File: src/hw/rtl/obbsat_pkg.sv
// Shared types, constants and the per-axis product schedule for the box overlap test.
package obbsat_pkg;

    localparam int SLOTS       = 18;
    localparam int OPS_PER_AXIS = 7;
    localparam logic [3:0] CMP_STEP  = 4'd9;
    localparam logic [3:0] LAST_AXIS = 4'd14;

    typedef enum logic [1:0] {
        DST_RA = 2'd0,
        DST_RB = 2'd1,
        DST_T  = 2'd2
    } t_dst;

    typedef enum logic [1:0] {
        KB_VAL = 2'd0,
        KB_ABS = 2'd1,
        KB_ONE = 2'd2
    } t_kb;

    typedef struct packed {
        logic       en;
        t_dst       dst;
        logic [4:0] sa;
        t_kb        kb;
        logic [4:0] sb;
        logic       neg;
    } t_op;

    typedef struct packed {
        logic issue;
        logic clear;
        t_op  op;
    } t_cmd;

    typedef struct packed {
        logic sep;
    } t_sts;

    function automatic t_op mk(t_dst d, int a, t_kb k, int b, logic n);
        t_op o;
        o.en  = 1'b1;
        o.dst = d;
        o.sa  = 5'(a);
        o.kb  = k;
        o.sb  = 5'(b);
        o.neg = n;
        return o;
    endfunction

    // Product k of axis ax; unused slots come back with en low.
    function automatic t_op op_at(logic [3:0] ax, logic [2:0] k);
        t_op ops [OPS_PER_AXIS];
        int a, i, j, i1, i2, j1, j2;
        a = int'(ax);
        for (int n = 0; n < OPS_PER_AXIS; n++) begin
            ops[n] = '0;
        end
        if (a < 3) begin
            i = a;
            ops[0] = mk(DST_RA, 12 + i, KB_ONE, 0, 1'b0);
            ops[1] = mk(DST_RB, 15, KB_ABS, 3 * i, 1'b0);
            ops[2] = mk(DST_RB, 16, KB_ABS, 3 * i + 1, 1'b0);
            ops[3] = mk(DST_RB, 17, KB_ABS, 3 * i + 2, 1'b0);
            ops[4] = mk(DST_T, 9 + i, KB_ONE, 0, 1'b0);
        end else if (a < 6) begin
            j = a - 3;
            ops[0] = mk(DST_RA, 12, KB_ABS, j, 1'b0);
            ops[1] = mk(DST_RA, 13, KB_ABS, 3 + j, 1'b0);
            ops[2] = mk(DST_RA, 14, KB_ABS, 6 + j, 1'b0);
            ops[3] = mk(DST_RB, 15 + j, KB_ONE, 0, 1'b0);
            ops[4] = mk(DST_T, 9, KB_VAL, j, 1'b0);
            ops[5] = mk(DST_T, 10, KB_VAL, 3 + j, 1'b0);
            ops[6] = mk(DST_T, 11, KB_VAL, 6 + j, 1'b0);
        end else begin
            // cross axes: row i and column j from compares, neighbors wrap around
            i  = (a >= 12) ? 2 : (a >= 9) ? 1 : 0;
            j  = a - 6 - 3 * i;
            i1 = (i == 2) ? 0 : i + 1;
            i2 = (i == 0) ? 2 : i - 1;
            j1 = (j == 2) ? 0 : j + 1;
            j2 = (j == 0) ? 2 : j - 1;
            ops[0] = mk(DST_RA, 12 + i1, KB_ABS, 3 * i2 + j, 1'b0);
            ops[1] = mk(DST_RA, 12 + i2, KB_ABS, 3 * i1 + j, 1'b0);
            ops[2] = mk(DST_RB, 15 + j1, KB_ABS, 3 * i + j2, 1'b0);
            ops[3] = mk(DST_RB, 15 + j2, KB_ABS, 3 * i + j1, 1'b0);
            ops[4] = mk(DST_T, 9 + i2, KB_VAL, 3 * i1 + j, 1'b0);
            ops[5] = mk(DST_T, 9 + i1, KB_VAL, 3 * i2 + j, 1'b1);
        end
        return (k < 3'(OPS_PER_AXIS)) ? ops[k] : t_op'('0);
    endfunction

endpackage

File: src/hw/rtl/obbsat_datapath.sv
// Operand store, shared multiplier, three accumulators and the separation compare.
module obbsat_datapath #(
    parameter int VALUE_WIDTH = 32,
    parameter int FRAC_BITS   = 16
) (
    input  logic                   i_clk,
    input  logic                   i_rst_n,
    input  logic                   i_wr_en,
    input  logic [4:0]             i_wr_slot,
    input  logic [VALUE_WIDTH-1:0] i_wr_value,
    input  obbsat_pkg::t_cmd       i_cmd,
    output obbsat_pkg::t_sts       o_sts
);
    import obbsat_pkg::*;

    localparam int OW = (VALUE_WIDTH + 1 > FRAC_BITS + 2) ? VALUE_WIDTH + 1 : FRAC_BITS + 2;
    localparam int PW = 2 * OW;
    localparam int AW = PW + 2;

    logic [VALUE_WIDTH-1:0] r_mem [SLOTS];
    logic [SLOTS-1:0]       r_vld;
    logic [VALUE_WIDTH-1:0] r_rda, r_rdb;

    logic r_s1_en, r_s1_neg, r_s2_en, r_s2_neg;
    t_dst r_s1_dst, r_s2_dst;
    t_kb  r_s1_kb;
    logic signed [PW-1:0] r_prod;
    logic signed [AW-1:0] r_ra, r_rb, r_t;

    logic signed [OW-1:0] ax, bx, bop;
    logic signed [AW-1:0] pext, n_ra, n_rb, n_t;
    logic signed [AW:0]   sumr;
    logic [AW:0]          abst;

    // store: valid bits make unwritten slots read as zero
    always_ff @(posedge i_clk) begin
        if (!i_rst_n) begin
            r_vld <= '0;
        end else if (i_wr_en && i_wr_slot < 5'(SLOTS)) begin
            r_vld[i_wr_slot] <= 1'b1;
        end
        if (i_wr_en && i_wr_slot < 5'(SLOTS)) begin
            r_mem[i_wr_slot] <= i_wr_value;
        end
        r_rda <= r_vld[i_cmd.op.sa] ? r_mem[i_cmd.op.sa] : '0;
        r_rdb <= r_vld[i_cmd.op.sb] ? r_mem[i_cmd.op.sb] : '0;
    end

    always_comb begin
        ax = {{(OW-VALUE_WIDTH){r_rda[VALUE_WIDTH-1]}}, r_rda};
        bx = {{(OW-VALUE_WIDTH){r_rdb[VALUE_WIDTH-1]}}, r_rdb};
        case (r_s1_kb)
            KB_VAL:  bop = bx;
            KB_ABS:  bop = bx[OW-1] ? -bx : bx;
            KB_ONE:  bop = OW'(1) << FRAC_BITS;
            default: bop = bx;
        endcase
        pext = {{2{r_prod[PW-1]}}, r_prod};
        n_ra = r_ra;
        n_rb = r_rb;
        n_t  = r_t;
        if (i_cmd.clear) begin
            n_ra = '0;
            n_rb = '0;
            n_t  = '0;
        end else if (r_s2_en) begin
            case (r_s2_dst)
                DST_RA:  n_ra = r_s2_neg ? r_ra - pext : r_ra + pext;
                DST_RB:  n_rb = r_s2_neg ? r_rb - pext : r_rb + pext;
                DST_T:   n_t  = r_s2_neg ? r_t - pext : r_t + pext;
                default: n_t  = r_t;
            endcase
        end
    end

    always_ff @(posedge i_clk) begin
        if (!i_rst_n) begin
            r_s1_en <= 1'b0;
            r_s2_en <= 1'b0;
        end else begin
            r_s1_en <= i_cmd.issue && i_cmd.op.en;
            r_s2_en <= r_s1_en;
        end
        r_s1_dst <= i_cmd.op.dst;
        r_s1_kb  <= i_cmd.op.kb;
        r_s1_neg <= i_cmd.op.neg;
        r_s2_dst <= r_s1_dst;
        r_s2_neg <= r_s1_neg;
        r_prod   <= ax * bop;
        r_ra     <= n_ra;
        r_rb     <= n_rb;
        r_t      <= n_t;
    end

    assign sumr = {r_ra[AW-1], r_ra} + {r_rb[AW-1], r_rb};
    assign abst = r_t[AW-1] ? -{r_t[AW-1], r_t} : {r_t[AW-1], r_t};
    assign o_sts.sep = $signed({1'b0, abst}) > $signed({sumr[AW], sumr});

endmodule

File: config.mk
export PLATFORM = sky130hd
export DESIGN_NAME = obbsat_datapath
export DESIGN_NICKNAME = d
export VERILOG_FILES = /design/src/hw/rtl/obbsat_pkg.sv /design/src/hw/rtl/obbsat_datapath.sv
export SDC_FILE = /design/constraint.sdc
export NUM_CORES = 2
export LEC_CHECK = 0
export ABC_AREA = 1
export BUFFER_PORTS_ARGS = -buffer_cell sky130_fd_sc_hd__buf_2
export CAP_MARGIN = 15
export CORE_ASPECT_RATIO = 1.75
export CORE_UTILIZATION = 35
export DETAILED_ROUTE_END_ITERATION = 16
export HOLD_SLACK_MARGIN = 0.06
export PLACE_DENSITY = 0.61
export SETUP_SLACK_MARGIN = 0.3
export SYNTH_ARGS = -nofsm -noshare
export SYNTH_HDL_FRONTEND = slang
export SYNTH_SLANG_ARGS = --single-unit
File: constraint.sdc
create_clock -name i_clk -period 8.4 [get_ports i_clk]
set_input_delay 0.84 -clock i_clk [delete_from_list [all_inputs] [get_ports i_clk]]
set_output_delay 0.84 -clock i_clk [all_outputs]
set_load 0.005 [all_outputs]
**Word level (Yosys, flattened, before mapping)**

Memory sizes are Yosys's and may differ from the RTL's. A register that Yosys moved wholly into a read port is not among the register bits.
Index checks and enable logic that the tools add are counted.

- Register bits: 297
- Memory bits (writable): 576
- Bits of input ports: 58
- Output and inout port bits: 1
- Word-level logic and storage cells: 57
- Memories: 1

- $add $sub $neg: 9
- $mul: 1
- $lt $le $gt $ge: 6
- Equal/unequal tests: 4
- Multiplexer cells: 14
- Bitwise operators: 1
- Reductions and logical operators: 9

Memories:

| name | depth | width | rd ports | clocked after memory_dff | write ports | RTL line | RTL |
|---|---|---|---|---|---|---|---|
| r_mem | 18 | 32 | 2 | 2 | 1 | obbsat_datapath.sv:20 | `logic [VALUE_WIDTH-1:0] r_mem [SLOTS];` |

Operators by type and width:

| cell | number |
|---|---|
| $add 68x65->68 | 3 |
| $mux 68 | 3 |
| $sub 68x65->68 | 3 |
| $gt 70x69->1 | 1 |
| $add 68x68->69 | 1 |
| $mux 69 | 1 |
| $neg 69->69 | 1 |
| $pmux 33 s2 | 1 |
| $mul 32x33->65 | 1 |
| $mux 33 | 1 |
| $neg 32->33 | 1 |
| $lt 5x6->1 const B | 3 |
| $or 18x18->18 | 1 |
| $bmux 1 s5 | 2 |
| $reduce_and 2->1 | 3 |
| $demux 1 s5 | 1 |
| $ge 5x1->1 const B | 1 |
| $lt 5x5->1 const B | 1 |
| $mux 1 | 5 |
| $eq 2x1->1 const B | 2 |
| $eq 2x2->1 const B | 2 |
| $logic_and 1x1->1 | 3 |
| $logic_not 1->1 | 2 |
| $logic_not 2->1 | 1 |

**Longest topological paths before layout**

- Depth in word-level cells: 5
- Mapped depth: 47
- Mapped depth without buffers: 47

**Least setup slack after synthesis**

OpenSTA, ideal clock, no wires.

- Path type: register to register
- From: register r_s1_kb[0]
- To: register r_prod[58]
- Arrival time: 7.735 ns
- Setup slack: 0.543 ns
- Cell stages (with the launch flop): 29
- Buffers on the path: 2
- Period minus slack after synthesis: 7.857 ns
- Cell sequence: dfxtp_1 inv_1 ha_1 nand2_1 clkbuf_1 buf_1 nor2_1 fa_1 fa_1 fa_1 fa_1 inv_1 fa_1 inv_1 fa_1 fa_1 fa_1 ha_1 a21oi_1 inv_1 a31oi_1 o21ai_0 a21oi_1 nand3_1 nand2_1 nand2_1 nand2_1 nand2_1 xor2_1

- Word-level cells in the longest chain between the ends: 3
- Elaborated cells between the ends (all ways): 4
- Classes of those cells: 1 x mul; 2 x eq/ne; 1 x mux

RTL lines:

| element | RTL line | RTL |
|---|---|---|
| start, declared | obbsat_datapath.sv:26 | `t_kb r_s1_kb;` |
| start signal, assigned | obbsat_datapath.sv:85 | `r_s1_kb <= i_cmd.op.kb;` |
| $eq 2x2->1 or $eq 2x1->1 (tied branches) | obbsat_datapath.sv:52 | `case (r_s1_kb)` |
| $pmux 33 s2 * | obbsat_datapath.sv:52 |  |
| $mul 32x33->65 * | obbsat_datapath.sv:89 | `r_prod <= ax * bop;` |
| end signal, assigned | obbsat_datapath.sv:89 |  |
| end, declared | obbsat_datapath.sv:27 | `logic signed [PW-1:0] r_prod;` |

Every way passes the cells marked *; elsewhere a longest branch is shown, timed or not.
A chain may end at the register's enable or synchronous reset.

**Final worst setup path**

- From: register r_rdb[0] (read register of r_mem)
- To: register r_prod[56]

- Word-level cells in the longest chain between the ends: 4

RTL lines:

| element | RTL line | RTL |
|---|---|---|
| start, declared | obbsat_datapath.sv:22 | `logic [VALUE_WIDTH-1:0] r_rda, r_rdb;` |
| $neg 32->33 | obbsat_datapath.sv:54 | `KB_ABS: bop = bx[OW-1] ? -bx : bx;` |
| $mux 33 | obbsat_datapath.sv:54 |  |
| $pmux 33 s2 * | obbsat_datapath.sv:52 |  |
| $mul 32x33->65 * | obbsat_datapath.sv:89 |  |

Marked as above.

==> qor.txt <==
nets@finish -> 15300
placed cell count -> 17200
critical path class -> register to register
pre-CTS setup slack -> -0.173 ns
post-detailed-route count of antenna-violating nets -> 0
Syn Std Cell Area -> 0.102 mm^2
Total GRT Usage -> 34.0%
via count -> 98700
worst IR drop on VDD -> 0.203 mV
CTS tree -> built
Most used DFF post-synth -> edfxtp_1
status -> complete, but fails checks
hold_buf cts -> 0
Post-Synthesis Cells -> 13200
vias in the first global route -> 102000
CP endpoint kind -> register
die footprint -> 0.293 mm^2
fmax -> 117 MHz
Starting Density -> 35.2%
WP buf/inv -> 11
TritonRoute pass-1 iters -> 14
critical-path maximum fanout -> 5
number of max-cap violations -> 0
post-synthesis sequential area ratio -> 24.1%
post-synthesis sequential element count -> 937
Post-Route WL -> 499000 um
Hold Path Class -> input pin to register
vias per cell -> 5.62
Worst-Margin Slew -> 1.36 ns
Core ar. -> 0.289 mm^2
Yosys warning total -> 0
fraction of registers with async set/reset -> 0%
CTS clock-pin slew for the worst setup and hold paths -> 0.06 ns
post-synth cell types -> 71
final instance area -> 0.118 mm^2
final hold vios -> 0
FP Rows -> 261
clk buf depth -> 3
clk_lat worst skew -> 0.85 ns
Crit-path slowest cell -> fa_2
drc violations -> 6
leading area contributor after synthesis -> fa_1
CTS Buf Count -> 101
GRT overflow -> 0
syn nets -> 14900
synthesized area per cell -> 7.71 um^2
H-tree Lvls -> 3
startpoint class of the critical path -> register
dpl hpwl -> 381000 um
failing checks -> design-rule violations, negative setup slack
CP required -> 9.15 ns
clk_skew -> 0.0532 ns
P per Cell Area -> 158 mW/mm^2
non-filler instance count after layout -> 17600
Synth area leaders -> fa_1, edfxtp_1, inv_1
post-route setup slack -> -0.136 ns
Leakage -> 52.9 nW
IO Count -> 59
Die X -> 410 um
first-pass GRT wire length -> 710000 um
RSZ-0062 raised after global routing -> true
Die Y -> 715 um
placer congestion estimate -> 1.18
Final setup viols -> 2
clock sinks -> 937
proportion of layout cells with a drive suffix above 1 -> 11.6%
IO buf count -> 58
Slew Limit Headroom -> 8.55%
CTS root buf -> clkbuf_16
final setup TNS -> -0.154 ns
Cell Area, Placed -> 0.111 mm^2
1st-iter DRT viols -> 8076
Critical Path AT -> 9.29 ns
Pwr Total -> 18.7 mW
critical path's top delay family -> adder cells
Max Slew Vio Count -> 0
fin crit share -> 102%
Yosys top cell area share -> 21.9%
largest net degree at the start of global routing -> 204
Critical Path Max Stage Delay -> 0.57 ns
WL/cell -> 28.4 um
number of flops mapped to enable cells by yosys -> 576
Area Overhead vs Synth -> 16.1%
initial antenna violation count -> 63
post-route minimum period -> 8.54 ns
[cell usage in the layout (no fill, tap or decap), types with 59 or more instances in the layout]
cell,count
buf_4,574
nand2_1,1729
nor2_1,1804
o221ai_1,60
a21o_1,59
xnor2_1,107
nand2_2,69
edfxtp_1,576
buf_6,96
nor2_2,63
nand4_1,85
inv_2,78
o21ai_0,1096
ha_1,495
clkbuf_16,104
fa_1,1063
nor3_1,77
nor2_4,67
buf_12,66
nand3_1,531
dfxtp_1,358
xor2_1,248
inv_1,2306
o211ai_1,112
a21oi_1,1015
[report_power, final]
part	internal, mW	switching, mW
registers	5.06	0.172
logic	2.68	5.89
clock network	2.71	2.21
[worst register-to-register path, delay by kind of cell, from the launching register on]
| family | cells | cell delay (ns) |
|---|---|---|
| adders and majority gates | 9 | 4.37 |
| and+or+nand+nor | 15 | 2.23 |
| buffers and inverters | 11 | 1.43 |
| DFF | 1 | 0.31 |
| xor gates and xnor gates | 1 | 0.15 |
[cell type report]
class | count | area (um^2)
fillers | 29800 | 171000
multi-input cells | 9341 | 68700
flip-flops and latches | 937 | 24500
inverters | 2414 | 9130
repair buffers | 813 | 7370
well taps | 3813 | 4770
clock buffers | 143 | 2870
clock inverters | 49 | 692
diodes | 43 | 108
repair inverters | 1 | 20.0
[stage by stage]
stage	util, %	hold WS, ns
2_1_floorplan	-	0.310
3_3_place_gp	38.2	0.313
3_5_place_dp	38.2	0.317
4_1_cts	39.9	0.123
5_1_grt	40.9	0.108
6_report	40.9	0.107
[synthesized netlist by cell type (4+ instances only)]
library cell and instances:
a21oi_1 1066, buf_1 46, a32o_1 32, nand3_2 10
fa_1 1116, nand3_1 559, inv_2 21, o21ai_0 1134
nand3b_1 21, o21ai_1 18, nor3_1 86, a31oi_1 37
nor2_1 1911, xnor2_1 109, nand2_2 12, or2_2 12
o21a_1 55, clkinv_1 14, and3_1 10, inv_1 2376
nor3_2 4, buf_2 61, dfxtp_1 361, o31ai_1 5
a311oi_1 32, nor2_2 9, a21o_1 59, xor2_1 252
nor4_1 49, edfxtp_1 576, clkbuf_1 382, nand4_1 85
a221oi_1 7, o21bai_1 44, a21boi_0 16, buf_6 5
ha_1 528, a31o_2 4, buf_4 9, a211oi_1 15
o211ai_1 112, o221ai_1 62, nor2_4 14, nand2_1 1817
[cells by family after synthesis]
kind of cell,Yosys count,synth area share [%]
compound gates,2718,14.8
simple gates,4618,18.6
fa+ha+maj,1644,28.4
xor+xnor,361,3.11
buf+inv,2918,10.9
flops,937,24.1
[metal layers]
metal	track usage (%)	routed length [um]	vias up	share of wire [%]
li1	-	-	43200	-
met1	29.4	145000	47600	29
met2	58.7	244000	5057	49
met3	10.3	37600	2696	7.5
met4	38.2	71300	52	14
met5	1.13	712	-	0.14
[flip-flops by register name (all words and copies together), names as in the netlist, 18 cells and up]
name and cells:
r_vld 18, r_rda 32, r_prod 65, r_mem 576, r_ra 68, r_t 68
r_rdb 32, r_rb 68
[worst paths after layout]
kind	end	slack, ns	depth (start not counted)	start
worst min-delay path	r_s1_neg$_DFF_P_	0.11	1	i_cmd[0]
worst max-delay path	r_prod[56]$_DFF_P_	-0.14	36	r_rdb[0]$_SDFF_PN0_
worst min register to register	r_s2_dst[1]$_DFF_P_	0.33	0	r_s1_dst[1]$_DFF_P_
worst max register to register	r_prod[56]$_DFF_P_	-0.14	36	r_rdb[0]$_SDFF_PN0_
[repair_timing]
item | CTS | global route
endpoints found under the setup margin | 34 | 46
buffers inserted | 29 | 66
gates cloned | 0 | 4
resized for setup | 250 | 487
pin swaps | 56 | 293
Note: power is estimated with default switching activity, not from simulation.
