<file path="src/hw/rtl/obbsat_pkg.sv">
// Shared types, constants and the per-axis product schedule for the box overlap test.
package obbsat_pkg;

    localparam int SLOTS       = 18;
    localparam int OPS_PER_AXIS = 7;
    localparam logic [3:0] CMP_STEP  = 4'd9;
    localparam logic [3:0] LAST_AXIS = 4'd14;

    typedef enum logic [1:0] {
        DST_RA = 2'd0,
        DST_RB = 2'd1,
        DST_T  = 2'd2
    } t_dst;

    typedef enum logic [1:0] {
        KB_VAL = 2'd0,
        KB_ABS = 2'd1,
        KB_ONE = 2'd2
    } t_kb;

    typedef struct packed {
        logic       en;
        t_dst       dst;
        logic [4:0] sa;
        t_kb        kb;
        logic [4:0] sb;
        logic       neg;
    } t_op;

    typedef struct packed {
        logic issue;
        logic clear;
        t_op  op;
    } t_cmd;

    typedef struct packed {
        logic sep;
    } t_sts;

    function automatic t_op mk(t_dst d, int a, t_kb k, int b, logic n);
        t_op o;
        o.en  = 1'b1;
        o.dst = d;
        o.sa  = 5'(a);
        o.kb  = k;
        o.sb  = 5'(b);
        o.neg = n;
        return o;
    endfunction

    // Product k of axis ax; unused slots come back with en low.
    function automatic t_op op_at(logic [3:0] ax, logic [2:0] k);
        t_op ops [OPS_PER_AXIS];
        int a, i, j, i1, i2, j1, j2;
        a = int'(ax);
        for (int n = 0; n < OPS_PER_AXIS; n++) begin
            ops[n] = '0;
        end
        if (a < 3) begin
            i = a;
            ops[0] = mk(DST_RA, 12 + i, KB_ONE, 0, 1'b0);
            ops[1] = mk(DST_RB, 15, KB_ABS, 3 * i, 1'b0);
            ops[2] = mk(DST_RB, 16, KB_ABS, 3 * i + 1, 1'b0);
            ops[3] = mk(DST_RB, 17, KB_ABS, 3 * i + 2, 1'b0);
            ops[4] = mk(DST_T, 9 + i, KB_ONE, 0, 1'b0);
        end else if (a < 6) begin
            j = a - 3;
            ops[0] = mk(DST_RA, 12, KB_ABS, j, 1'b0);
            ops[1] = mk(DST_RA, 13, KB_ABS, 3 + j, 1'b0);
            ops[2] = mk(DST_RA, 14, KB_ABS, 6 + j, 1'b0);
            ops[3] = mk(DST_RB, 15 + j, KB_ONE, 0, 1'b0);
            ops[4] = mk(DST_T, 9, KB_VAL, j, 1'b0);
            ops[5] = mk(DST_T, 10, KB_VAL, 3 + j, 1'b0);
            ops[6] = mk(DST_T, 11, KB_VAL, 6 + j, 1'b0);
        end else begin
            // cross axes: row i and column j from compares, neighbors wrap around
            i  = (a >= 12) ? 2 : (a >= 9) ? 1 : 0;
            j  = a - 6 - 3 * i;
            i1 = (i == 2) ? 0 : i + 1;
            i2 = (i == 0) ? 2 : i - 1;
            j1 = (j == 2) ? 0 : j + 1;
            j2 = (j == 0) ? 2 : j - 1;
            ops[0] = mk(DST_RA, 12 + i1, KB_ABS, 3 * i2 + j, 1'b0);
            ops[1] = mk(DST_RA, 12 + i2, KB_ABS, 3 * i1 + j, 1'b0);
            ops[2] = mk(DST_RB, 15 + j1, KB_ABS, 3 * i + j2, 1'b0);
            ops[3] = mk(DST_RB, 15 + j2, KB_ABS, 3 * i + j1, 1'b0);
            ops[4] = mk(DST_T, 9 + i2, KB_VAL, 3 * i1 + j, 1'b0);
            ops[5] = mk(DST_T, 9 + i1, KB_VAL, 3 * i2 + j, 1'b1);
        end
        return (k < 3'(OPS_PER_AXIS)) ? ops[k] : t_op'('0);
    endfunction

endpackage

</file>
<file path="src/hw/rtl/obbsat_ctrl.sv">
// Sequencer over the 15 axes and the result register.
module obbsat_ctrl (
    input  logic             i_clk,
    input  logic             i_rst_n,
    input  logic             i_start,
    input  obbsat_pkg::t_sts i_sts,
    input  logic             i_out_ready,
    output logic             o_idle,
    output obbsat_pkg::t_cmd o_cmd,
    output logic             o_out_valid,
    output logic             o_out_overlap
);
    import obbsat_pkg::*;

    typedef enum logic [2:0] {
        S_IDLE = 3'b001,
        S_RUN  = 3'b010,
        S_DONE = 3'b100
    } t_state;

    t_state r_state, n_state;
    logic [3:0] r_axis, n_axis, r_step, n_step;
    logic r_res, n_res, r_ovalid, n_ovalid, r_overlap, n_overlap;

    always_comb begin
        n_state   = r_state;
        n_axis    = r_axis;
        n_step    = r_step;
        n_res     = r_res;
        n_ovalid  = r_ovalid && !i_out_ready;
        n_overlap = r_overlap;
        o_cmd       = '0;
        o_cmd.op    = op_at(r_axis, r_step[2:0]);
        case (r_state)
            S_IDLE: begin
                if (i_start) begin
                    o_cmd.clear = 1'b1;
                    n_axis  = '0;
                    n_step  = '0;
                    n_state = S_RUN;
                end
            end
            S_RUN: begin
                o_cmd.issue = r_step < 4'(OPS_PER_AXIS);
                if (r_step == CMP_STEP) begin
                    if (i_sts.sep || r_axis == LAST_AXIS) begin
                        n_res   = !i_sts.sep;
                        n_state = S_DONE;
                    end else begin
                        o_cmd.clear = 1'b1;
                        n_axis = r_axis + 4'd1;
                        n_step = '0;
                    end
                end else begin
                    n_step = r_step + 4'd1;
                end
            end
            S_DONE: begin
                // hold until the output register is free
                if (!r_ovalid || i_out_ready) begin
                    n_ovalid  = 1'b1;
                    n_overlap = r_res;
                    n_state   = S_IDLE;
                end
            end
            default: n_state = S_IDLE;
        endcase
    end

    always_ff @(posedge i_clk) begin
        if (!i_rst_n) begin
            r_state  <= S_IDLE;
            r_ovalid <= 1'b0;
            r_axis   <= '0;
            r_step   <= '0;
        end else begin
            r_state  <= n_state;
            r_ovalid <= n_ovalid;
            r_axis   <= n_axis;
            r_step   <= n_step;
        end
        r_res     <= n_res;
        r_overlap <= n_overlap;
    end

    assign o_idle        = r_state == S_IDLE;
    assign o_out_valid   = r_ovalid;
    assign o_out_overlap = r_overlap;

endmodule

</file>
<file path="config.mk">
export PLATFORM = sky130hd
export DESIGN_NAME = obbsat_ctrl
export DESIGN_NICKNAME = d
export VERILOG_FILES = /design/src/hw/rtl/obbsat_pkg.sv /design/src/hw/rtl/obbsat_ctrl.sv
export SDC_FILE = /design/constraint.sdc
export NUM_CORES = 1
export LEC_CHECK = 0
export BUFFER_PORTS_ARGS = -buffer_cell sky130_fd_sc_hd__buf_4
export CAP_MARGIN = 10
export CORE_AREA = 2 2 126 128
export DETAILED_ROUTE_END_ITERATION = 8
export DIE_AREA = 0 0 128 130
export PLACE_DENSITY = 0.45
export SYNTH_ARGS = -nofsm -noshare
export SYNTH_HDL_FRONTEND = slang
export SYNTH_SLANG_ARGS = --single-unit
</file>
<file path="constraint.sdc">
create_clock -name i_clk -period 12.6 [get_ports i_clk]
set_input_delay 2.52 -clock i_clk [delete_from_list [all_inputs] [get_ports i_clk]]
set_output_delay 2.52 -clock i_clk [all_outputs]
set_load 0.02 [all_outputs]
</file>
# Yosys cells after proc, flatten, opt, wreduce, memory -nomap -nowiden

Index checks and enable logic that the tools add are counted.

Bits in registers: 14
Bits in latches: 0
Bits in writable memories: 0
Bits in read-only memories: 0
Bits of input ports: 5
Output and inout bits: 21
Logic and storage cells: 104
Memories kept: 0

Add/subtract/negate cells: 26
Multipliers: 4
Divide/modulo/power cells: 0
$lt $le $gt $ge: 7
Equal/unequal tests: 13
Shift operators: 0
Mux-type cells: 33
Bitwise operators: 1
Reduce and logical (&&, ||, !) cells: 14

Operators by type and width:

| kind                   | number |
|---|---|
| $mux W93               | 1 |
| $mux W80               | 1 |
| $logic_not A32 Y1      | 2 |
| $mux W16               | 4 |
| $mux W32               | 2 |
| $bmux W16 S3           | 1 |
| $mul A3 B32 Y5 const A | 1 |
| $add A5 B5 Y5 const A  | 5 |
| $add A5 B5 Y5          | 4 |
| $mux W4                | 5 |
| $pmux W4 S2            | 2 |
| $add A5 B2 Y5 const B  | 3 |
| $mux W3                | 5 |
| $ge A4 B4 Y1 const B   | 3 |
| $add A4 B3 Y5 const A  | 2 |
| $add A4 B4 Y5 const A  | 2 |
| $mux W5                | 2 |
| $ne A2 B2 Y1 const B   | 5 |
| $pmux W3 S3            | 1 |
| $add A4 B1 Y4 const B  | 2 |
| $eq A4 B4 Y1 const B   | 2 |
| $lt A4 B3 Y1 const B   | 2 |
| $reduce_and A4 Y1      | 2 |
| $mux W1                | 7 |
| 28 further kinds       | 32 |

# Logic depth before layout (Yosys ltp)

Gate-level depths: netlist of run 1.

Depth after elaboration: 14
Depth in mapped cells: 23
Depth with buffers taken out: 21

# Worst setup path after synthesis of run 1

OpenSTA, ideal clock, no wires.

Path type: reg-to-output
Start point: register r_axis[0]
End point: output port o_cmd[5] in the netlist's numbering
Arrival time: 4.689 ns
Required time: 10.080 ns
Setup slack: 5.391 ns
Stages on the path, launching flop included: 19
Buffers on the path: 2
Cells stage by stage: dfxtp_1 -> clkbuf_1 -> inv_1 -> ha_1 -> nand2b_1 -> nand3_1 -> inv_1 -> ha_1 -> inv_1 -> fa_1 -> xor2_1 -> buf_4 -> ha_1 -> ha_1 -> and3_1 -> or3_1 -> o211ai_1 -> or4b_2 -> a41oi_2

RTL lines:

| item                     | RTL line          | source |
|---|---|---|
| start: declaration       | obbsat_ctrl.sv:22 | `logic [3:0] r_axis, n_axis, r_step, n_step;` |
| start signal: assignment | obbsat_ctrl.sv:79 | `r_axis <= n_axis;` |
| end: declaration         | obbsat_ctrl.sv:9  | `output obbsat_pkg::t_cmd o_cmd,` |

==> results of run 1 <==
## metal layers
layer,track usage,wire length [um],vias to the layer above
li1,-,-,1892
met1,0.226,5990,1873
met2,0.281,6390,175
met3,0.0107,798,39
met4,0.0491,472,0
met5,0,0,-
## worst max path at each step
stage,cells past startpoint,start,slack (ps),endpoint
6_report,18,r_axis[2],4000,o_cmd[5]
5_1_grt,18,r_axis[2],3570,o_cmd[5]
4_1_cts,18,r_axis[2],4000,o_cmd[5]
3_5_place_dp,18,r_axis[2],4280,o_cmd[5]
3_3_place_gp,20,r_axis[0],4500,o_cmd[5]
2_1_floorplan,18,r_axis[0],5390,o_cmd[5]
## synth_stat cells (3+ instances only)
cell,count,share of area
mux2i_1,6,0.016
o21a_1,4,0.0080
nand2b_1,9,0.015
fa_1,6,0.032
o31ai_1,3,0.0060
nor3_1,13,0.017
and2_1,7,0.012
nand2_1,44,0.044
o21ai_1,4,0.0053
ha_1,48,0.16
a31oi_1,7,0.012
nor2_1,51,0.051
o22ai_1,9,0.015
inv_1,28,0.028
a211oi_1,10,0.020
xnor2_1,22,0.051
or3_1,3,0.0050
nor2b_1,4,0.0067
and3_1,7,0.012
a21oi_1,37,0.049
xor2_1,13,0.030
buf_1,4,0.0040
clkbuf_1,26,0.026
o21ai_0,30,0.040
a21o_1,12,0.024
nor3b_1,4,0.0080
nand4_1,3,0.0050
nand3_1,15,0.020
dfxtp_1,12,0.064
a311oi_1,4,0.0093
nand3b_1,4,0.0080
o211ai_1,5,0.010
## flip-flops by register name, summed over array words and instances (netlist names)
signal,cells
o_out_overlap,1
o_out_valid,1
r_axis,4
r_res,1
r_state,3
r_step,4
## metrics by stage
step,power (W),instance area [um^2]
finish,0.000158,4150
global route,0.000167,4150
CTS,0.000160,4150
detailed placement,0.0000991,4070
global placement,0.0000994,4070
floorplan,0.0000816,3760
## cell type report
cell class / count / area share
clock buffer: 3 / 0.0181
clock inverter: 1 / 0.000905
multi-input combinational: 443 / 0.768
tap: 192 / 0.0579
sequential: 14 / 0.0724
inverter: 31 / 0.0280
timing repair buffer: 30 / 0.0543
## critical path, delay by kind of cell (launching register included)
kind,cells,cell delay [ps]
fa+ha+maj,5,1760
buf+inv,4,570
xor+xnor,1,930
compound gates,4,700
simple gates,4,1050
flops,1,810
## cells by family after synthesis
kind of cell / synth area share
DFF: 0.0801
xor gates and xnor gates: 0.0891
AOI/OAI and AO/OA: 0.304
adders and majority gates: 0.192
buffers and inverters: 0.0724
muxes: 0.0290
other: 0.00100
and+or+nand+nor: 0.232
## power breakdown
part / switching (W) / internal, W
clock network: 0.0000181 / 0.0000419
registers: 0.000000806 / 0.0000464
logic: 0.0000320 / 0.0000190
total: 0.0000510 / 0.000107
## placed cells by master (no fill, tap or decap), types with 7 or more instances in the layout
cell type	netlist	final
and2_1	7	7
a31oi_1	7	7
xor2_1	13	13
nor3_1	13	13
nor2_1	51	51
buf_4	2	30
inv_1	28	28
o22ai_1	9	9
a21o_1	12	12
o21ai_0	30	30
nand2b_1	9	9
a21oi_1	37	37
nand2_1	44	44
dfxtp_1	12	12
xnor2_1	22	22
and3_1	7	7
nand3_1	15	15
a211oi_1	10	10
ha_1	48	48
==> impl_table.tex, run 1 <==
\begin{tabular}{lr}
\hline
Metric & Value \\
\hline
\multicolumn{2}{l}{\textbf{Floorplanning}} \\
\quad Number of placement rows & 46 \\
\quad Core region area & 15400 um\^{}2 \\
\quad Initial Utilization & 0.243 \\
\quad I/O pins & 26 \\
\quad Die Area & roughly 17000 um\^{}2 \\
\quad Die outline height & 130 um \\
\quad Die boundary width & 128 um \\
\multicolumn{2}{l}{\textbf{Logic synthesis}} \\
\quad Sequential-to-total area share from yosys stat & 0.0801 \\
\quad Seq cells post-synth & 14 \\
\quad Number of synthesized flops with an enable pin & 2 \\
\quad Post-synthesis instance total & 520 \\
\quad Synth Flop Type & dfxtp\_1 \\
\quad Async set-or-reset flop fraction in the synthesized netlist & 0 \\
\quad Average instance area after synthesis & 7.21 um\^{}2 \\
\quad Post-synthesis cell area & 3750 um\^{}2 \\
\quad Library cells used by synthesis & 83 \\
\quad Synthesis Warnings & 0 \\
\multicolumn{2}{l}{\textbf{STA}} \\
\quad Setup Skew & $\sim$5.6 ps \\
\quad RSZ-0062 raised after global routing & false \\
\quad Max-slew violation count & 0 \\
\quad Final hold violation count & 0 \\
\quad Share of the clock period used by the worst path & 0.683 \\
\quad Total setup violations reported at the end of the flow & 0 \\
\quad Max Freq & 0.116 GHz \\
\quad Final-layout setup total negative slack & 0 ps \\
\quad Least setup slack across all paths after layout & 4000 ps \\
\quad Worst Max-Slew Pin Slew & 1170 ps \\
\quad WHS & 422 ps \\
\quad Normalized max-slew margin & 0.216 \\
\quad Post-layout minimum cycle time & 8600 ps \\
\multicolumn{2}{l}{\textbf{Placed design}} \\
\quad Post-detail-place hpwl & 10600 um \\
\quad Setup WS pre-CTS & 4280 ps \\
\quad Number of input and output port buffers inserted & 25 \\
\quad Number of placed instances, taps included & about 700 \\
\quad Weighted congestion at the end of routability-driven global placement & between 0.9 and 1 \\
\multicolumn{2}{l}{\textbf{Critical path}} \\
\quad Cell at the slowest stage of the critical path & xor2\_1 \\
\quad Largest incremental delay on the critical path & roughly 930 ps \\
\quad Ordered list of cells on the worst path & ha\_1, inv\_1, nand3\_1, inv\_1, ha\_1, inv\_1, fa\_1, xor2\_1, ha\_1, ha\_1, and3\_1, or3\_1, o211ai\_1, nor4b\_1, a311oi\_1, o221a\_2, a41oi\_2, buf\_4 \\
\quad Worst R2R Setup Slack & 9940 ps \\
\quad RR Startpoint & r\_axis[2] \\
\quad Worst endpoint data arrival time & between 6000 and 7000 ps \\
\quad Setup CP Type & reg2out \\
\quad Required time reported for the critical path endpoint & 10080 ps \\
\quad Crit Reg-Reg Endpoint & r\_axis[3] \\
\quad Critical path peak fanout & 21 \\
\quad Number of cells on the worst reg-to-reg path & 6 \\
\quad Critical path's most frequent cell & ha\_1 \\
\quad Critical Path Sink Type & primary output \\
\quad Startpoint class of the critical path & flop \\
\multicolumn{2}{l}{\textbf{CTS}} \\
\quad Library cell used as clock root buffer & clkbuf\_16 \\
\quad H-tree depth & 1 \\
\quad Number of instances resized during post-cts repair & 0 \\
\quad TritonCTS clock tree & done \\
\quad Count of clock tree sinks & 14 \\
\quad Clock transition time at the flip-flop clock pins of the worst setup and hold paths & around 50 ps \\
\quad Latest clock arrival within the worst-skew pair & 240 ps \\
\quad CTS Hold Buffers Added & 0 \\
\quad CTS max path bufs & 2 \\
\quad Post-CTS repair timing setup buffer count & 0 \\
\quad Cts bufs inserted & 3 \\
\multicolumn{2}{l}{\textbf{Final layout}} \\
\quad Fraction of layout instances using a drive strength above 1 & 0.105 \\
\quad Multi-input combinational cell area & 3190 um\^{}2 \\
\quad FF/Latch Area & $\sim$300 um\^{}2 \\
\quad Nets & 582 \\
\quad Util after Layout & 0.269 \\
\quad Area overhead of the layout relative to synthesis & 10.7\% \\
\quad Final Instance Count excl. Fillers & 714 \\
\quad ANT cells & 0 \\
\quad Fill cell total of the finished layout & about 1.7k \\
\multicolumn{2}{l}{\textbf{Power}} \\
\quad Power Dens Cells & around 38 nW/um\^{}2 \\
\quad Leakage & roughly 1.7 nW \\
\quad Peak supply drop & 0.0405 mV \\
\multicolumn{2}{l}{\textbf{Global route}} \\
\quad Global-route wire length before repair & 21800 um \\
\quad Number of global-route vias before repair & 3813 \\
\quad Gr usage total & 0.165 \\
\quad Initial antenna violation count & 0 \\
\quad Remaining global-route overflow & 0 \\
\quad Largest net degree at the start of global routing & 49 \\
\multicolumn{2}{l}{\textbf{Route}} \\
\quad Average via count per standard cell & 5.57 \\
\quad Number of nets still failing antenna checks after routing & 0 \\
\quad Number of DRC markers in iteration 0 & 615 \\
\quad Total via count after detailed routing & 3979 \\
\quad Aggregate routed wire length & between 10000 and 15000 um \\
\quad Post-detailed-route DRC marker count & 0 \\
\quad Router iterations before antenna repair & 6 \\
\quad Wire length per cell after detailed routing & $\sim$19 um \\
\multicolumn{2}{l}{\textbf{Min path}} \\
\quad Hold path startpoint & r\_res \\
\quad End point of the most critical hold path & o\_out\_overlap \\
\quad Number of cells traversed by the worst hold path & 0 \\
\quad Path category of the worst min-delay check & reg2reg \\
\multicolumn{2}{l}{\textbf{Run}} \\
\quad \# Max-Cap Violations & 0 \\
\multicolumn{2}{l}{\textbf{Run status}} \\
\quad Result of the run & completed \\
\hline
\end{tabular}
Note: power is estimated with default switching activity, not from simulation.
==> run 2, diff against run 1 <==
==> constraint.sdc (replaced) <==
create_clock -name i_clk -period 8.1 [get_ports i_clk]
set_input_delay 1.62 -clock i_clk [delete_from_list [all_inputs] [get_ports i_clk]]
set_output_delay 1.62 -clock i_clk [all_outputs]
set_load 0.02 [all_outputs]
==> run 2 against run 1 <==
  * Register-to-register slack got worse by 4400 ps
  * Count of clock-buffer cells in the layout did not move
  * Flip-flop and latch count did not move
  * Design area rose by 0.54%
  * First-iteration DRC count fell by 39%
  * Core utilization rose by 0.15 points
  * Hold slack improved by 4.2 ps
  * Sequential power rose by 56%
==> impl_table.tex, run 2 (synthesis gave the netlist of run 1 again) <==
\begin{tabular}{lr}
\hline
Metric & Value \\
\hline
\multicolumn{2}{l}{\textbf{Final layout}} \\
\quad Commonest non-fill, non-tap cells in the layout & nor2\_1 (51), ha\_1 (48), nand2\_1 (44) \\
\quad ANT cells & 0 (unchanged) \\
\quad Final design area excluding fillers & 4170 um\^{}2 (+0.54\%) \\
\quad Nets & 585 (+0.52\%) \\
\quad Fraction of layout instances using a drive strength above 1 & 0.110 (+0.00511) \\
\quad Fill cell total of the finished layout & 1713 (-0.81\%) \\
\quad Area overhead of the layout relative to synthesis & 11.3\% \\
\quad Most common library cell in the layout ignoring fill and taps & nor2\_1 \\
\quad Biggest registers after layout & r\_axis x4, r\_step x4, r\_state x3 \\
\quad Final Instance Count excl. Fillers & 717 (+0.42\%) \\
\multicolumn{2}{l}{\textbf{CTS}} \\
\quad CTS max path bufs & 2 (unchanged) \\
\quad Library cell used as clock root buffer & clkbuf\_16 \\
\quad H-tree depth & 1 (unchanged) \\
\quad Number of instances resized during post-cts repair & 0 (unchanged) \\
\quad CTS Hold Buffers Added & 0 (unchanged) \\
\quad Latest clock arrival within the worst-skew pair & 240 ps (about the same) \\
\quad Clock transition time at the flip-flop clock pins of the worst setup and hold paths & 50 ps (about the same) \\
\quad Cts bufs inserted & 3 (unchanged) \\
\quad TritonCTS clock tree & done \\
\quad Count of clock tree sinks & 14 (unchanged) \\
\quad Post-CTS repair timing setup buffer count & 0 (unchanged) \\
\multicolumn{2}{l}{\textbf{STA}} \\
\quad Worst Max-Slew Pin Slew & 1090 ps (-80.0 ps) \\
\quad RSZ-0062 raised after global routing & false \\
\quad Max Freq & 0.140 GHz \\
\quad WHS & 426 ps (+4.24 ps) \\
\quad Max-slew violation count & 0 (unchanged) \\
\quad Setup Skew & 3.73 ps (-1.88 ps) \\
\quad Final-layout setup total negative slack & 0 ps (unchanged) \\
\quad Share of the clock period used by the worst path & 0.880 \\
\quad Total setup violations reported at the end of the flow & 0 (unchanged) \\
\quad Final hold violation count & 0 (unchanged) \\
\quad Post-layout minimum cycle time & just over 7000 ps \\
\quad Normalized max-slew margin & 0.271 (+0.0550) \\
\multicolumn{2}{l}{\textbf{Placed design}} \\
\quad Number of placed instances, taps included & 713 (+0.42\%) \\
\quad Number of input and output port buffers inserted & 25 (unchanged) \\
\quad Post-detail-place hpwl & 10600 um (-0.59\%) \\
\quad Area after DPL & 4090 um\^{}2 (+0.55\%) \\
\quad Weighted congestion at the end of routability-driven global placement & 0.949 (-1.3\%) \\
\multicolumn{2}{l}{\textbf{Route}} \\
\quad Total via count after detailed routing & 3938 (-1.0\%) \\
\quad Average via count per standard cell & 5.49 (-1.4\%) \\
\quad Wire length per cell after detailed routing & 19.1 um (-0.21\%) \\
\quad Post-detailed-route DRC marker count & 0 (unchanged) \\
\quad Router iterations before antenna repair & 5 (-1) \\
\quad Number of DRC markers in iteration 0 & 378 (-39\%) \\
\quad Number of nets still failing antenna checks after routing & 0 (unchanged) \\
\quad Aggregate routed wire length & 13700 um (+0.21\%) \\
\multicolumn{2}{l}{\textbf{Floorplanning}} \\
\quad Die boundary width & 128 um (unchanged) \\
\quad Initial Utilization & 0.243 (unchanged) \\
\quad I/O pins & 26 (unchanged) \\
\quad Number of placement rows & 46 (unchanged) \\
\quad Die outline height & 130 um (unchanged) \\
\quad Core region area & 15400 um\^{}2 (unchanged) \\
\quad Die Area & 16600 um\^{}2 (unchanged) \\
\multicolumn{2}{l}{\textbf{Critical path}} \\
\quad Required time reported for the critical path endpoint & 6480 ps (-3600 ps) \\
\quad RR Startpoint & r\_step[1] \\
\quad Crit Reg-Reg Endpoint & r\_step[1] \\
\quad Worst endpoint data arrival time & 5500 ps (-580 ps) \\
\quad Startpoint class of the critical path & flop \\
\quad Capturing element of the worst setup path & o\_cmd[3] \\
\quad Critical path peak fanout & 14 (-33\%) \\
\quad Start point of the critical path & r\_axis[1] \\
\quad Number of cells on the worst reg-to-reg path & 8 (+2) \\
\quad Critical Path Sink Type & primary output \\
\quad Worst R2R Setup Slack & 5530 ps (-4410 ps) \\
\quad Setup CP Type & reg2out \\
\multicolumn{2}{l}{\textbf{Run status}} \\
\quad Result of the run & completed \\
\multicolumn{2}{l}{\textbf{Global route}} \\
\quad Largest net degree at the start of global routing & 49 (unchanged) \\
\quad Gr usage total & 0.165 (about the same) \\
\quad Number of global-route vias before repair & 3834 (+0.55\%) \\
\quad Remaining global-route overflow & 0 (unchanged) \\
\quad Initial antenna violation count & 0 (unchanged) \\
\quad Global-route wire length before repair & 21600 um (-0.63\%) \\
\multicolumn{2}{l}{\textbf{Power}} \\
\quad Peak supply drop & 0.0848 mV (+110\%) \\
\quad Fraction of power consumed by the clock network & 0.381 (+0.002) \\
\quad Power Dens Cells & 59.7 nW/um\^{}2 (+56\%) \\
\quad Leakage & 1.72 nW (+0.96\%) \\
\quad Net switching power figure & 0.0000819 W (+61\%) \\
\quad Total Power & 0.000249 W (+57\%) \\
\quad Internal Power & 0.000167 W (+56\%) \\
\quad Sw Ratio & 0.329 (+0.00690) \\
\quad Relative contribution of sequential cells to total power & 0.295 (-0.003) \\
\quad Combinational Power Share & 0.324 (+0.002) \\
\multicolumn{2}{l}{\textbf{Run}} \\
\quad \# Max-Cap Violations & 0 (unchanged) \\
\multicolumn{2}{l}{\textbf{Min path}} \\
\quad Path category of the worst min-delay check & reg2reg \\
\hline
\end{tabular}
## run 2: changes by cell type in the layout (fill, tap and decap cells not counted), sizes merged
cell / delta
buf: +3
## run 2: critical path, stage by stage (launching register included)
cell and delay, ps:
dfxtp_1 600, inv_1 230, ha_1 240, nand2b_1 80, nand3_1 160, inv_1 280, ha_1 230, inv_1 50
fa_1 420, xor2_1 180, buf_4 200, a211oi_2 260, and2_1 210, and2_1 390, nor3_1 120, fa_1 420
xor2_1 230, nor2_1 60, a211oi_1 180, a21oi_1 70, o21ai_0 200, o21ai_0 100, o22ai_1 160, buf_4 170
## run 2: per-stage QoR
step | worst slack [ps] | utilization
after floorplan | 1790 | -
after global placement | 1400 | 0.265
after detailed placement | 1320 | 0.265
after CTS | 1040 | 0.270
after global routing | 503 | 0.270
final | 976 | 0.270
## run 2: final cells by class
class / count / area, um^2 / area share
Clock inverter: 1 / 3.75 / 0.000900
Multi-Input combinational cell: 443 / 3190 / 0.764
Tap cell: 192 / 240 / 0.0576
Inverter: 31 / 116 / 0.0279
Clock buffer: 3 / 75.1 / 0.0180
Timing Repair Buffer: 33 / 248 / 0.0594
Sequential cell: 14 / 300 / 0.0720
## run 2: how the worst min path moves through the flow
stage / from / end / slack (ps) / depth (start not counted)
CTS: r_res / o_out_overlap / 430 / 0
detailed placement: r_res / o_out_overlap / 420 / 0
finish: r_res / o_out_overlap / 430 / 0
floorplan: r_res / o_out_overlap / 400 / 0
global placement: r_res / o_out_overlap / 410 / 0
global route: r_res / o_out_overlap / 450 / 0
## run 2: power by group through the flow
stage | clock [W] | sequential [W] | combinational, W
after detailed placement | 0 | 0.0000749 | 0.0000799
after floorplan | 0 | 0.0000748 | 0.0000522
after global routing | 0.000101 | 0.0000737 | 0.0000886
final | 0.0000948 | 0.0000736 | 0.0000807
after global placement | 0 | 0.0000748 | 0.0000798
after CTS | 0.0000973 | 0.0000735 | 0.0000802
## run 2: routing by layer
| metal | up-vias | track usage | part of all wire |
|---|---|---|---|
| met1 | 1869 | 0.210 | 0.42 |
| met2 | 140 | 0.281 | 0.48 |
| li1 | 1899 | - | - |
| met4 | 0 | 0.0549 | 0.034 |
| met5 | - | 0 | 0 |
| met3 | 30 | 0.0336 | 0.067 |
